$ cat src/hdl/bra_pkg.sv
package bra_pkg;

    localparam int DATA_W = 8;
    localparam int LANES  = 4;
    localparam int PID_W  = 3;
    localparam int NEED_W = DATA_W + 1;
    localparam int WORK_W = 12;
    localparam int STAT_W = 3;

    localparam logic [1:0] FUNC_LOAD    = 2'd0;
    localparam logic [1:0] FUNC_REQUEST = 2'd1;
    localparam logic [1:0] FUNC_QUERY   = 2'd2;

    localparam logic [STAT_W-1:0] ST_GRANTED  = 3'd0;
    localparam logic [STAT_W-1:0] ST_EXCEEDS  = 3'd1;
    localparam logic [STAT_W-1:0] ST_WAIT     = 3'd2;
    localparam logic [STAT_W-1:0] ST_UNSAFE   = 3'd3;
    localparam logic [STAT_W-1:0] ST_LOADED   = 3'd4;
    localparam logic [STAT_W-1:0] ST_REJECTED = 3'd5;
    localparam logic [STAT_W-1:0] ST_ORDER    = 3'd6;

    typedef logic [LANES-1:0][DATA_W-1:0] lanes_t;
    typedef logic signed [WORK_W-1:0]     work_t;
    typedef work_t [LANES-1:0]            work_vec_t;

    typedef struct packed {
        logic [PID_W-1:0] pid;
        lanes_t           claim;
        lanes_t           hold;
        logic             done;
    } row_t;

    typedef struct packed {
        logic             wr;
        logic             add;
        logic             sub;
        logic             clr_done;
        logic [PID_W-1:0] pid;
    } cell_ctl_t;

endpackage

$ cat src/hdl/bra_cell.sv
module bra_cell #(
    parameter int RESOURCES = 4,
    parameter int IDX       = 0
) (
    input  logic                clk,
    input  logic                rst_n,
    input  logic                shift,
    input  bra_pkg::row_t       nb_row,
    input  bra_pkg::cell_ctl_t  ctl,
    input  bra_pkg::lanes_t     claim_in,
    input  bra_pkg::lanes_t     hold_in,
    output bra_pkg::row_t       row
);

    localparam bra_pkg::row_t ROW_INIT = '{pid: bra_pkg::PID_W'(IDX), claim: '0,
                                           hold: '0, done: 1'b0};

    bra_pkg::row_t row_reg;
    bra_pkg::row_t row_next;

    always_comb
    begin
        row_next = row_reg;
        if (shift)
        begin
            row_next = nb_row;
        end
        else if (ctl.clr_done)
        begin
            row_next.done = 1'b0;
        end
        if (!shift && ctl.pid == row_reg.pid)
        begin
            if (ctl.wr)
            begin
                row_next.claim = claim_in;
                row_next.hold  = hold_in;
            end
            else if (ctl.add)
            begin
                for (int r = 0; r < bra_pkg::LANES; r++)
                    row_next.hold[r] = row_reg.hold[r] + hold_in[r];
            end
            else if (ctl.sub)
            begin
                for (int r = 0; r < bra_pkg::LANES; r++)
                    row_next.hold[r] = row_reg.hold[r] - hold_in[r];
            end
        end
        // Lanes beyond the configured resource count stay empty.
        for (int r = 0; r < bra_pkg::LANES; r++)
        begin
            if (r >= RESOURCES)
            begin
                row_next.claim[r] = '0;
                row_next.hold[r]  = '0;
            end
        end
    end

    always_ff @(posedge clk or negedge rst_n)
    begin
        if (!rst_n)
        begin
            row_reg <= ROW_INIT;
        end
        else
        begin
            row_reg <= row_next;
        end
    end

    assign row = row_reg;

endmodule

$ cat src/hdl/bra_fit.sv
module bra_fit #(
    parameter int RESOURCES = 4
) (
    input  bra_pkg::row_t      head,
    input  bra_pkg::work_vec_t work,
    output logic               fit,
    output bra_pkg::work_vec_t work_add
);

    logic signed [bra_pkg::NEED_W-1:0] need;
    logic                              ok;

    always_comb
    begin
        ok   = !head.done;
        need = '0;
        for (int r = 0; r < bra_pkg::LANES; r++)
        begin
            need = $signed({1'b0, head.claim[r]}) - $signed({1'b0, head.hold[r]});
            if (r < RESOURCES &&
                $signed({{(bra_pkg::WORK_W-bra_pkg::NEED_W){need[bra_pkg::NEED_W-1]}}, need})
                > work[r])
                ok = 1'b0;
            work_add[r] = work[r] + $signed({{(bra_pkg::WORK_W-bra_pkg::DATA_W){1'b0}},
                                             head.hold[r]});
        end
        fit = ok;
    end

endmodule

$ cat src/hdl/bankers_resource_allocator.sv
// Banker's algorithm allocator for up to eight processes and four resource types.
// Input channel (item_valid/item_stall) carries one item: a row load, a request
// or a safety query. Result channel (result_valid/result_stall) returns status,
// order_process, unsafe and last; last marks the final result of an item.
// The process rows live in a ring of cells that rotates one place per cycle past
// a single fit unit at the ring head, so one greedy pass visits all PROCESSES rows.
// A load goes straight to its result. A request or query first sums holdings
// over all PROCESSES rows; a request over its need or over availability answers
// without a safety check. Otherwise up to PROCESSES passes follow. A safe query
// yields PROCESSES results, one per cycle while the receiver takes them.
// One item is in work at a time; item_stall is high while it runs or while its
// results wait for the output register. The output register holds a result
// steady while result_stall is high. Reset clears all rows, the totals and the
// result valid flag; the block is ready in the first cycle after reset.
// Totals are written by cfg_write with cfg_index and cfg_data; the user must
// write them only while idle, as the block itself does not enforce it.
module bankers_resource_allocator #(
    parameter int PROCESSES = 8,
    parameter int RESOURCES = 4
) (
    input  logic        clk,
    input  logic        rst_n,
    input  logic        cfg_write,
    input  logic [1:0]  cfg_index,
    input  logic [7:0]  cfg_data,
    input  logic        item_valid,
    output logic        item_stall,
    input  logic [1:0]  func,
    input  logic [2:0]  process,
    input  logic [7:0]  amount_0,
    input  logic [7:0]  amount_1,
    input  logic [7:0]  amount_2,
    input  logic [7:0]  amount_3,
    input  logic [7:0]  claim_0,
    input  logic [7:0]  claim_1,
    input  logic [7:0]  claim_2,
    input  logic [7:0]  claim_3,
    output logic        result_valid,
    input  logic        result_stall,
    output logic [2:0]  status,
    output logic [2:0]  order_process,
    output logic        unsafe,
    output logic        last
);

    localparam int CNT_W   = (PROCESSES > 1) ? $clog2(PROCESSES) : 1;
    localparam int FOUND_W = $clog2(PROCESSES + 1);
    localparam logic [CNT_W-1:0]   CNT_LAST  = CNT_W'(PROCESSES - 1);
    localparam logic [FOUND_W-1:0] FOUND_ALL = FOUND_W'(PROCESSES);

    localparam logic [2:0] S_IDLE   = 3'd0;
    localparam logic [2:0] S_SUM    = 3'd1;
    localparam logic [2:0] S_DECIDE = 3'd2;
    localparam logic [2:0] S_CHECK  = 3'd3;
    localparam logic [2:0] S_FINISH = 3'd4;
    localparam logic [2:0] S_EMIT   = 3'd5;

    logic [2:0]                 state_reg, state_next;
    bra_pkg::lanes_t            total_reg, total_next;
    logic [1:0]                 func_reg, func_next;
    logic [2:0]                 proc_reg, proc_next;
    bra_pkg::lanes_t            amt_reg, amt_next;
    bra_pkg::work_vec_t         work_reg, work_next;
    logic signed [bra_pkg::NEED_W-1:0] need_reg [bra_pkg::LANES];
    logic signed [bra_pkg::NEED_W-1:0] need_next [bra_pkg::LANES];
    logic [CNT_W-1:0]           cnt_reg, cnt_next;
    logic [FOUND_W-1:0]         found_reg, found_next;
    logic                       moved_reg, moved_next;
    logic [2:0]                 ord_reg [PROCESSES];
    logic [2:0]                 ord_next [PROCESSES];
    logic [2:0]                 st_reg, st_next;
    logic                       multi_reg, multi_next;
    logic                       uns_reg, uns_next;
    logic                       rv_reg, rv_next;
    logic [2:0]                 status_reg, status_next;
    logic [2:0]                 op_reg, op_next;
    logic                       unsafe_reg, unsafe_next;
    logic                       last_reg, last_next;

    bra_pkg::row_t              rows [PROCESSES];
    bra_pkg::row_t              head_moved;
    bra_pkg::cell_ctl_t         ctl;
    bra_pkg::lanes_t            amt_in, clm_in, hold_data;
    bra_pkg::work_vec_t         work_add;
    logic                       fit, fit_eff, shift, accept, load_ok;
    logic                       over_need, over_avail, out_free, pass_end;
    logic [FOUND_W-1:0]         found_inc;

    assign item_stall = (state_reg != S_IDLE);
    assign accept     = item_valid && !item_stall;
    assign shift      = (state_reg == S_SUM) || (state_reg == S_CHECK);
    assign fit_eff    = fit && (state_reg == S_CHECK);
    assign out_free   = !rv_reg || !result_stall;
    assign pass_end   = (cnt_reg == CNT_LAST);
    assign found_inc  = found_reg + FOUND_W'(fit_eff);

    always_comb
    begin
        amt_in = {amount_3, amount_2, amount_1, amount_0};
        clm_in = {claim_3, claim_2, claim_1, claim_0};
        for (int r = 0; r < bra_pkg::LANES; r++)
        begin
            if (r >= RESOURCES)
            begin
                amt_in[r] = '0;
                clm_in[r] = '0;
            end
        end
        load_ok = ({1'b0, process} < 4'(PROCESSES));
        for (int r = 0; r < bra_pkg::LANES; r++)
            if (amt_in[r] > clm_in[r])
                load_ok = 1'b0;
        over_need  = 1'b0;
        over_avail = 1'b0;
        for (int r = 0; r < bra_pkg::LANES; r++)
        begin
            if ($signed({1'b0, amt_reg[r]}) > need_reg[r])
                over_need = 1'b1;
            if ($signed({4'b0, amt_reg[r]}) > work_reg[r])
                over_avail = 1'b1;
        end
    end

    // The head row re-enters at the tail, marked done when it fit this cycle.
    always_comb
    begin
        head_moved      = rows[0];
        head_moved.done = rows[0].done || fit_eff;
    end

    always_comb
    begin
        hold_data    = accept ? amt_in : amt_reg;
        ctl.wr       = accept && (func == bra_pkg::FUNC_LOAD) && load_ok;
        ctl.add      = (state_reg == S_DECIDE) && (func_reg == bra_pkg::FUNC_REQUEST) &&
                       !over_need && !over_avail;
        ctl.sub      = (state_reg == S_FINISH) && (func_reg == bra_pkg::FUNC_REQUEST) &&
                       (found_reg != FOUND_ALL);
        ctl.clr_done = accept;
        ctl.pid      = accept ? process : proc_reg;
    end

    genvar g;
    generate
        for (g = 0; g < PROCESSES; g++)
        begin : g_cell
            bra_cell #(
                .RESOURCES(RESOURCES),
                .IDX(g)
            ) u_cell (
                .clk(clk),
                .rst_n(rst_n),
                .shift(shift),
                .nb_row((g == PROCESSES - 1) ? head_moved : rows[(g + 1) % PROCESSES]),
                .ctl(ctl),
                .claim_in(clm_in),
                .hold_in(hold_data),
                .row(rows[g])
            );
        end
    endgenerate

    bra_fit #(
        .RESOURCES(RESOURCES)
    ) u_fit (
        .head(rows[0]),
        .work(work_reg),
        .fit(fit),
        .work_add(work_add)
    );

    always_comb
    begin
        state_next  = state_reg;
        total_next  = total_reg;
        func_next   = func_reg;
        proc_next   = proc_reg;
        amt_next    = amt_reg;
        work_next   = work_reg;
        need_next   = need_reg;
        cnt_next    = cnt_reg;
        found_next  = found_reg;
        moved_next  = moved_reg;
        ord_next    = ord_reg;
        st_next     = st_reg;
        multi_next  = multi_reg;
        uns_next    = uns_reg;
        rv_next     = rv_reg && result_stall;
        status_next = status_reg;
        op_next     = op_reg;
        unsafe_next = unsafe_reg;
        last_next   = last_reg;

        if (cfg_write)
            total_next[cfg_index] = cfg_data;

        unique case (state_reg)
            S_IDLE:
            begin
                if (accept)
                begin
                    func_next  = func;
                    proc_next  = process;
                    amt_next   = amt_in;
                    multi_next = 1'b0;
                    uns_next   = 1'b0;
                    cnt_next   = '0;
                    for (int r = 0; r < bra_pkg::LANES; r++)
                        work_next[r] = $signed({4'b0, (r < RESOURCES) ? total_reg[r] : 8'd0});
                    case (func)
                        bra_pkg::FUNC_LOAD:
                        begin
                            st_next    = load_ok ? bra_pkg::ST_LOADED : bra_pkg::ST_REJECTED;
                            state_next = S_EMIT;
                        end
                        bra_pkg::FUNC_REQUEST:
                        begin
                            if ({1'b0, process} < 4'(PROCESSES))
                                state_next = S_SUM;
                            else
                            begin
                                st_next    = bra_pkg::ST_EXCEEDS;
                                state_next = S_EMIT;
                            end
                        end
                        bra_pkg::FUNC_QUERY:
                        begin
                            state_next = S_SUM;
                        end
                        default:
                        begin
                            state_next = S_IDLE;
                        end
                    endcase
                end
            end
            S_SUM:
            begin
                for (int r = 0; r < bra_pkg::LANES; r++)
                begin
                    work_next[r] = work_reg[r] - $signed({4'b0, rows[0].hold[r]});
                    if (rows[0].pid == proc_reg)
                        need_next[r] = $signed({1'b0, rows[0].claim[r]}) -
                                       $signed({1'b0, rows[0].hold[r]});
                end
                cnt_next = cnt_reg + CNT_W'(1);
                if (pass_end)
                begin
                    cnt_next   = '0;
                    state_next = S_DECIDE;
                end
            end
            S_DECIDE:
            begin
                found_next = '0;
                moved_next = 1'b0;
                cnt_next   = '0;
                state_next = S_CHECK;
                if (func_reg == bra_pkg::FUNC_REQUEST)
                begin
                    if (over_need)
                    begin
                        st_next    = bra_pkg::ST_EXCEEDS;
                        state_next = S_EMIT;
                    end
                    else if (over_avail)
                    begin
                        st_next    = bra_pkg::ST_WAIT;
                        state_next = S_EMIT;
                    end
                    else
                    begin
                        for (int r = 0; r < bra_pkg::LANES; r++)
                            work_next[r] = work_reg[r] - $signed({4'b0, amt_reg[r]});
                    end
                end
            end
            S_CHECK:
            begin
                if (fit_eff)
                begin
                    work_next  = work_add;
                    moved_next = 1'b1;
                    found_next = found_inc;
                    for (int i = 0; i < PROCESSES - 1; i++)
                        ord_next[i] = ord_reg[i + 1];
                    ord_next[PROCESSES - 1] = rows[0].pid;
                end
                cnt_next = cnt_reg + CNT_W'(1);
                if (pass_end)
                begin
                    cnt_next   = '0;
                    moved_next = 1'b0;
                    if (found_inc == FOUND_ALL || !(moved_reg || fit_eff))
                        state_next = S_FINISH;
                end
            end
            S_FINISH:
            begin
                state_next = S_EMIT;
                cnt_next   = '0;
                if (func_reg == bra_pkg::FUNC_REQUEST)
                    st_next = (found_reg == FOUND_ALL) ? bra_pkg::ST_GRANTED
                                                       : bra_pkg::ST_UNSAFE;
                else if (found_reg == FOUND_ALL)
                begin
                    st_next    = bra_pkg::ST_ORDER;
                    multi_next = 1'b1;
                end
                else
                begin
                    st_next  = bra_pkg::ST_UNSAFE;
                    uns_next = 1'b1;
                end
            end
            S_EMIT:
            begin
                if (out_free)
                begin
                    rv_next     = 1'b1;
                    status_next = st_reg;
                    unsafe_next = uns_reg;
                    if (multi_reg)
                    begin
                        op_next   = ord_reg[0];
                        last_next = pass_end;
                        for (int i = 0; i < PROCESSES - 1; i++)
                            ord_next[i] = ord_reg[i + 1];
                        cnt_next = cnt_reg + CNT_W'(1);
                        if (pass_end)
                            state_next = S_IDLE;
                    end
                    else
                    begin
                        op_next    = '0;
                        last_next  = 1'b1;
                        state_next = S_IDLE;
                    end
                end
            end
            default:
            begin
                state_next = S_IDLE;
            end
        endcase
    end

    always_ff @(posedge clk or negedge rst_n)
    begin
        if (!rst_n)
        begin
            state_reg <= S_IDLE;
            total_reg <= '0;
            rv_reg    <= 1'b0;
        end
        else
        begin
            state_reg <= state_next;
            total_reg <= total_next;
            rv_reg    <= rv_next;
        end
    end

    always_ff @(posedge clk)
    begin
        func_reg   <= func_next;
        proc_reg   <= proc_next;
        amt_reg    <= amt_next;
        work_reg   <= work_next;
        need_reg   <= need_next;
        cnt_reg    <= cnt_next;
        found_reg  <= found_next;
        moved_reg  <= moved_next;
        ord_reg    <= ord_next;
        st_reg     <= st_next;
        multi_reg  <= multi_next;
        uns_reg    <= uns_next;
        status_reg <= status_next;
        op_reg     <= op_next;
        unsafe_reg <= unsafe_next;
        last_reg   <= last_next;
    end

    assign result_valid  = rv_reg;
    assign status        = status_reg;
    assign order_process = op_reg;
    assign unsafe        = unsafe_reg;
    assign last          = last_reg;

    // Between items the ring is back in place, with process 0 at the head.
    a_ring_home: assert property (@(posedge clk) disable iff (!rst_n)
        (state_reg == S_IDLE) |-> (rows[0].pid == 3'd0))
        else $error("ring not aligned while idle");

    a_found_bound: assert property (@(posedge clk) disable iff (!rst_n)
        (state_reg == S_CHECK) |-> (found_reg <= FOUND_ALL))
        else $error("more processes finished than exist");

    a_single_last: assert property (@(posedge clk) disable iff (!rst_n)
        (rv_reg && status_reg != bra_pkg::ST_ORDER) |-> (last_reg && op_reg == 3'd0))
        else $error("single result without last");

    a_unsafe_flag: assert property (@(posedge clk) disable iff (!rst_n)
        (rv_reg && unsafe_reg) |-> (status_reg == bra_pkg::ST_UNSAFE))
        else $error("unsafe flag on wrong status");

endmodule
$ cat config.mk
export PLATFORM = sky130hd
export DESIGN_NAME = bankers_resource_allocator
export DESIGN_NICKNAME = d
export VERILOG_FILES = /design/src/hdl/bra_pkg.sv /design/src/hdl/bra_cell.sv /design/src/hdl/bra_fit.sv /design/src/hdl/bankers_resource_allocator.sv
export SDC_FILE = /design/constraint.sdc
export NUM_CORES = 2
export LEC_CHECK = 0
export ABC_AREA = 1
export ABC_CLOCK_PERIOD_IN_PS = 8210
export CAP_MARGIN = 10
export CORE_MARGIN = 3
export CORE_UTILIZATION = 30
export CTS_CLUSTER_DIAMETER = 30
export DETAILED_ROUTE_END_ITERATION = 7
export DONT_BUFFER_PORTS = 1
export PLACE_DENSITY = 0.53
export SLEW_MARGIN = 10
export SYNTH_ARGS = -nofsm -noshare
export SYNTH_HDL_FRONTEND = slang
export SYNTH_SLANG_ARGS = --single-unit
$ cat constraint.sdc
create_clock -name clk -period 8.21 [get_ports clk]
set_clock_uncertainty 0.2 [all_clocks]
set_input_delay 1.2315 -clock clk [delete_from_list [all_inputs] [get_ports clk]]
set_output_delay 1.2315 -clock clk [all_outputs]
set_load 0.01 [all_outputs]
Word level (Yosys, flattened, before mapping)
Index checks and enable logic that the tools add are counted.
{ "word_totals": {"output_inout_bits": 10, "in_bits": 84, "wordCells": 442, "regBits": 746} }
{ "classes": {"n_mux": 128, "n_eq_ne": 38, "addsub": 82, "n_lt_le_gt_ge": 18, "n_reduce_logical": 58} }
{ "op_table": {"columns": ["cell", "count"], "rows": [
  ["two-way mux 32 bit", 33],
  ["two-way mux 64 bit", 16],
  ["adder 8 bit", 32],
  ["subtractor 8 bit", 32],
  ["two-way mux 48 bit", 5],
  ["one-hot mux 48 bit (4 select lines)", 1],
  ["> comparator 9 x 12 -> 1 bit", 8],
  ["subtractor 12 x 9 -> 12 bit", 8],
  ["two-way mux 3 bit", 22],
  ["adder 12 x 9 -> 12 bit", 4],
  ["two-way mux 21 bit", 2],
  ["one-hot mux 21 bit (2 select lines)", 1],
  ["> comparator 9 bit", 4],
  ["subtractor 8 x 8 -> 9 bit", 4],
  ["two-way mux 1 bit", 34],
  ["bitwise mux 32 bit", 1],
  ["> comparator 8 bit", 4],
  ["== test 3 bit", 9],
  ["two-way mux 24 bit", 1],
  ["inequality test 2 bit (second input constant)", 11],
  ["logical AND 1 bit", 19],
  ["one-hot mux 3 bit (6 select lines)", 1],
  ["demux 8 bit (select 2 bit)", 1],
  ["AND reduction 4 bit", 4],
  ["32 further kinds", 67]
]} }

Longest topological paths before layout
{ "depth": {"word_depth": 13, "mapped_depth": 35, "mapped_depth_nobuf": 34} }

Hierarchy
A second synthesis with hierarchy kept.
{ "hier_totals": {"cells_unflattened": 10364, "area_unflattened_um2": 72027.8} }
{ "modules_own_cells": {"columns": ["mod", "area_each_um2", "cells_per_inst", "n_inst", "seq_area_each_um2"], "rows": [
  ["bra_cell (g_cell[3].u_cell ...)", 6606.3, 978, 3, 1704.1],
  ["bankers_resource_allocator", 14676.6, 1812, 1, 5885.6],
  ["bra_cell (g_cell[1].u_cell ...)", 6612.6, 987, 2, 1702.9],
  ["bra_cell (g_cell[0].u_cell)", 6611.3, 987, 1, 1701.6],
  ["bra_cell (g_cell[7].u_cell)", 6607.6, 978, 1, 1705.4],
  ["bra_cell (g_cell[4].u_cell)", 6605.1, 978, 1, 1702.9],
  ["bra_fit", 4483.0, 701, 1, 0.0]
]} }

Worst setup path before layout
Ideal clock, no wire load.
{ "synth_timing": {"kind": "input-to-reg", "from": "input item_valid", "to": "register g_cell[0].u_cell.row_reg, in the netlist g_cell[0].u_cell.row[23]", "n_path_buf": 2, "setup_ns": 0.121, "arrival_time_ns": 5.921, "slack_ns": 1.968, "required_ns": 7.889, "stages": 17, "path_cell_list": "nand2_2 buf_2 buf_2 o21ai_0 inv_1 fa_1 inv_1 nand3_1 nand2_1 nand2_1 nand2_1 a21oi_1 and2_1 o22ai_1 nand2_1 nand3_1 a21oi_1"} }
{ "synth_lines": {"columns": ["element", "line", "source"], "rows": [
  ["start, declared", "bankers_resource_allocator.sv:26", "input logic item_valid,"],
  ["end signal, assigned", "bra_cell.sv:69", "row_reg <= row_next;"],
  ["end, declared", "bra_cell.sv:18", "bra_pkg::row_t row_reg;"]
]} }

Worst setup path after layout
{ "layout_timing": {"from": "register g_cell[0].u_cell.row_reg, in the netlist g_cell[0].u_cell.row[41]", "to": "register state_reg[1]"} }
{ "layout_between": {"elab_chain_len": 11, "elab_cells_between_ends": 13, "classes_between": "add/sub (2); order compare (1); eq/ne (2); mux (3); reduce/logical (5)"} }
{ "layout_rtl": {"columns": ["element", "line", "source"], "rows": [
  ["subtractor 8 x 8 -> 9 bit (*)", "bra_fit.sv:19", "need = $signed({1'b0, head.claim[r]}) - $signed({1'b0, head.hold[r]});"],
  ["> comparator 9 x 12 -> 1 bit (*)", "bra_fit.sv:22", "> work[r])"],
  ["two-way mux 1 bit (*) (3 in a row)", "bra_fit.sv:20", "if (r < RESOURCES &&"],
  ["logical AND 1 bit (*)", "bankers_resource_allocator.sv:92", "assign fit_eff = fit && (state_reg == S_CHECK);"],
  ["adder 4 x 1 -> 4 bit / logical OR 1 bit (equally long branches)", "bankers_resource_allocator.sv:95, bankers_resource_allocator.sv:294", null],
  ["== test 4 bit / zero test 1 bit (equally long branches)", "bankers_resource_allocator.sv:294", "if (found_inc == FOUND_ALL || !(moved_reg || fit_eff))"],
  ["logical OR 1 bit (*)", "bankers_resource_allocator.sv:294", null],
  ["inequality test 2 x 1 -> 1 bit (no line) (*)", null, null],
  ["AND reduction 6 bit (no line) (*)", null, null],
  ["end signal, assigned", "bankers_resource_allocator.sv:358", "state_reg <= state_next;"],
  ["end, declared", "bankers_resource_allocator.sv:58", "logic [2:0] state_reg, state_next;"]
]} }
Mark *: on every way between the ends. The rest lies on a longest branch, timed or not.
A chain may end at the register's enable or synchronous reset.

==> results.yml <==
worst_setup_path:
  ff2ff_path_depth: 29
  reg2reg_slack_ns: 2.15
  crit_arrival_ns: 6.62
  endpoint_kind: "flop"
  worstReg2RegEnd: "state_reg[1]"
  crit_start: "g_cell[0].u_cell.row[41]"
  crit_path_max_fanout: 27
  timing_worst_setup_path_type: "flop to flop"
  required_ns: 8.77
  critPathMaxStageDelay_ns: 0.67
  crit_slowest_cell: "nand2_1"
  startpoint_type: "flop"
  reg2reg_from: "g_cell[0].u_cell.row[41]"
floorplanning:
  die-area_sq_um: 240000
  fp.coreArea_sq_um: 233000
  io_pins: 94
  row_count: 177
  die_w_um: 490
  initial_core_util_pct: 30.2
  fp.dieH_um: 490
grt:
  antenna_found_initial: 11
  grtUsageMet1_pct: 30.5
  grt_max_degree: 285
  grt_pass1_vias: 67400
  grt.total_usage_pct: 22.5
  gr-total-overflow: 0
  grt_pass1_wl_mm: 420
  grt_most_used_layer: "met2"
  grtUsageMet3_pct: 4.30
  globalRouteMet2Util_pct: 35.1
sta:
  worst_slew_pin_slew_ns: 1.16
  grt_setup_unrepaired: "no"
  relSlewSlack_pct: 22.7
  fin_setup_tns_ns: 0
  hold_viol: 0
  finalMaxSlewViolations: 0
  period_minus_slack_ns: 6.06
  clock.fmax_mhz: 165
  post-route-period-util_pct: 73.8
  finalSetupViolations: 0
logic_synthesis:
  syn-num-nets: 10800
  syn_inst: 9967
  synth_seq_cells: 746
  synth.avg_cell_area_sq_um: 7.06
  netlist.top_cell.by_area: "dfrtp_1"
  async_reset_ff_share_pct: 77.7
  netlist_top_cells_count: "nand2_1, inv_1, ha_1"
  synth.most_common_cell: "nand2_1"
  synth_area_leaders: "dfrtp_1, nand2_1, ha_1"
  yosysWarnings: 0
  synth-main-ff-cell: "dfrtp_1"
  ys_seq_area_share_pct: 27.7
  synth-edff-count: 166
  ys_types: 51
  syn_area_sq_um: 70400
  synth_top_area_share_pct: 20.2
clocking:
  cts_resized: 0
  cts-buffers-inserted: 235
  cts_tree: "built"
  cts_buffer_depth: 3
  cts_sinks: 746
  clk_pin_slew_worst_paths_ns: 0.05
  ctsHtreeMaxLevel: 4
  cts_setup_buffers: 0
  cts.root.buffer_cell: "clkbuf_16"
  clock_latency_ns: 0.87
min_path:
  holdCritPathClass: "input port to async pin"
layout:
  largest_reg_flops: 544
  fill_cells: 24600
  drive_gt1_share_pct: 9.38
  area_growth_pct: 16.0
  final_cells: 13200
  nets: 10700
route:
  drt_iter0_markers: 6570
  wirelength_mm: 281
  routedWlPerCell_um: 21.4
  drc: 0
  vias_per_cell: 5.29
  vias: 69700
  antenna_left: 0
  drt_pass1_iterations: 8
place:
  port_buffers: 0
  place.gp.congestion: 0.920
  hpwl_mm: 181
  post-place-cells: 12700
run_status:
  status: "finished clean"
flow_run:
  cap_violations: 0
[stage by stage]
stage          setup slack (ns)  utilization, %  hold slack, ns  instance area, sq um
3_3_place_gp               2.13            31.3           0.212                 72900
6_report                   2.15            35.0           0.104                 81600
5_1_grt                    1.66            35.0          0.0508                 81600
2_1_floorplan              1.97               -           0.200                 70400
3_5_place_dp               2.21            31.3           0.213                 72900
4_1_cts                    2.22            35.0          0.0151                 81500
[layer usage]
| layer | vias up | wire length [um] |
|---|---|---|
| li1 | 32800 | - |
| met1 | 33500 | 123000 |
| met2 | 2768 | 123000 |
| met3 | 554 | 23400 |
| met4 | 4 | 11300 |
| met5 | - | 26 |
[kinds of logic after synthesis]
group                    count (synthesis)  synth area share (%)
buffers and inverters                 1867                  10.7
AND/OR/NAND/NOR                       4255                  25.8
flip-flops                             746                  27.7
AO/OA/AOI/OAI                         1847                  14.9
adder cells (fa/ha/maj)                752                  14.2
XOR/XNOR                               266                  3.31
multiplexers                           234                  3.33
[critical path, delay by kind of cell (launching register included)]
family	cells	cell delay, ns
DFF	1	0.35
xor gates and xnor gates	1	0.18
buffers and inverters	3	0.35
AOI/OAI and AO/OA	6	1.14
and+or+nand+nor	14	2.38
adders and majority gates	5	1.34
[layout make-up]
class,count,area (sq um),share of cell area [%]
multi-input combinational,7354,43400,53.2
antenna,9,22.5,0.0276
sequential,746,19500,23.9
timing repair buffer,107,988,1.21
clock buffer,317,6680,8.18
clock inverter,126,1860,2.27
inverter,1381,5210,6.39
tap,3132,3920,4.80
[how the worst max path moves through the flow]
| stage | slack (ns) | cells past startpoint | to |
|---|---|---|---|
| 2_1_floorplan | 1.97 | 17 | g_cell[0].u_cell.row[23] |
| 3_3_place_gp | 2.13 | 30 | state_reg[2] |
| 6_report | 2.15 | 29 | state_reg[1] |
| 5_1_grt | 1.66 | 30 | state_reg[2] |
| 4_1_cts | 2.22 | 30 | state_reg[2] |
| 3_5_place_dp | 2.21 | 13 | g_cell[6].u_cell.row[45] |
[layout by cell type (no fill, tap or decap), types with 18 or more instances in the layout]
master      instances
o21ai_1            68
o211ai_1           20
edfxtp_1          166
mux2i_1           234
xnor2_1            82
a31oi_1           105
nand3_1           548
a21boi_0           31
dfrtp_1           568
nor2_1            460
or2_2             111
o2111ai_1          30
clkbuf_8           47
clkinv_2           41
buf_4              95
xor2_1            184
o21bai_1           37
a21oi_1           541
nor3_1             35
nand2_1          2666
fa_1               76
clkbuf_1           34
bufinv_16          33
inv_1            1132
clkbuf_16         236
ha_1              676
clkinvlp_4         18
o22ai_1           267
inv_2             234
o21ai_0           578
nand4_1           374
a21boi_1           97
[repair_timing]
action / CTS / global route
hold buffers: 3 / 1
endpoints found under the hold margin: 284 / 10
setup endpoints to repair: 0 / 0
Power is left out: the tool's default activity adds up to more than one toggle a clock period on the data nets, which glitch-free logic cannot reach.
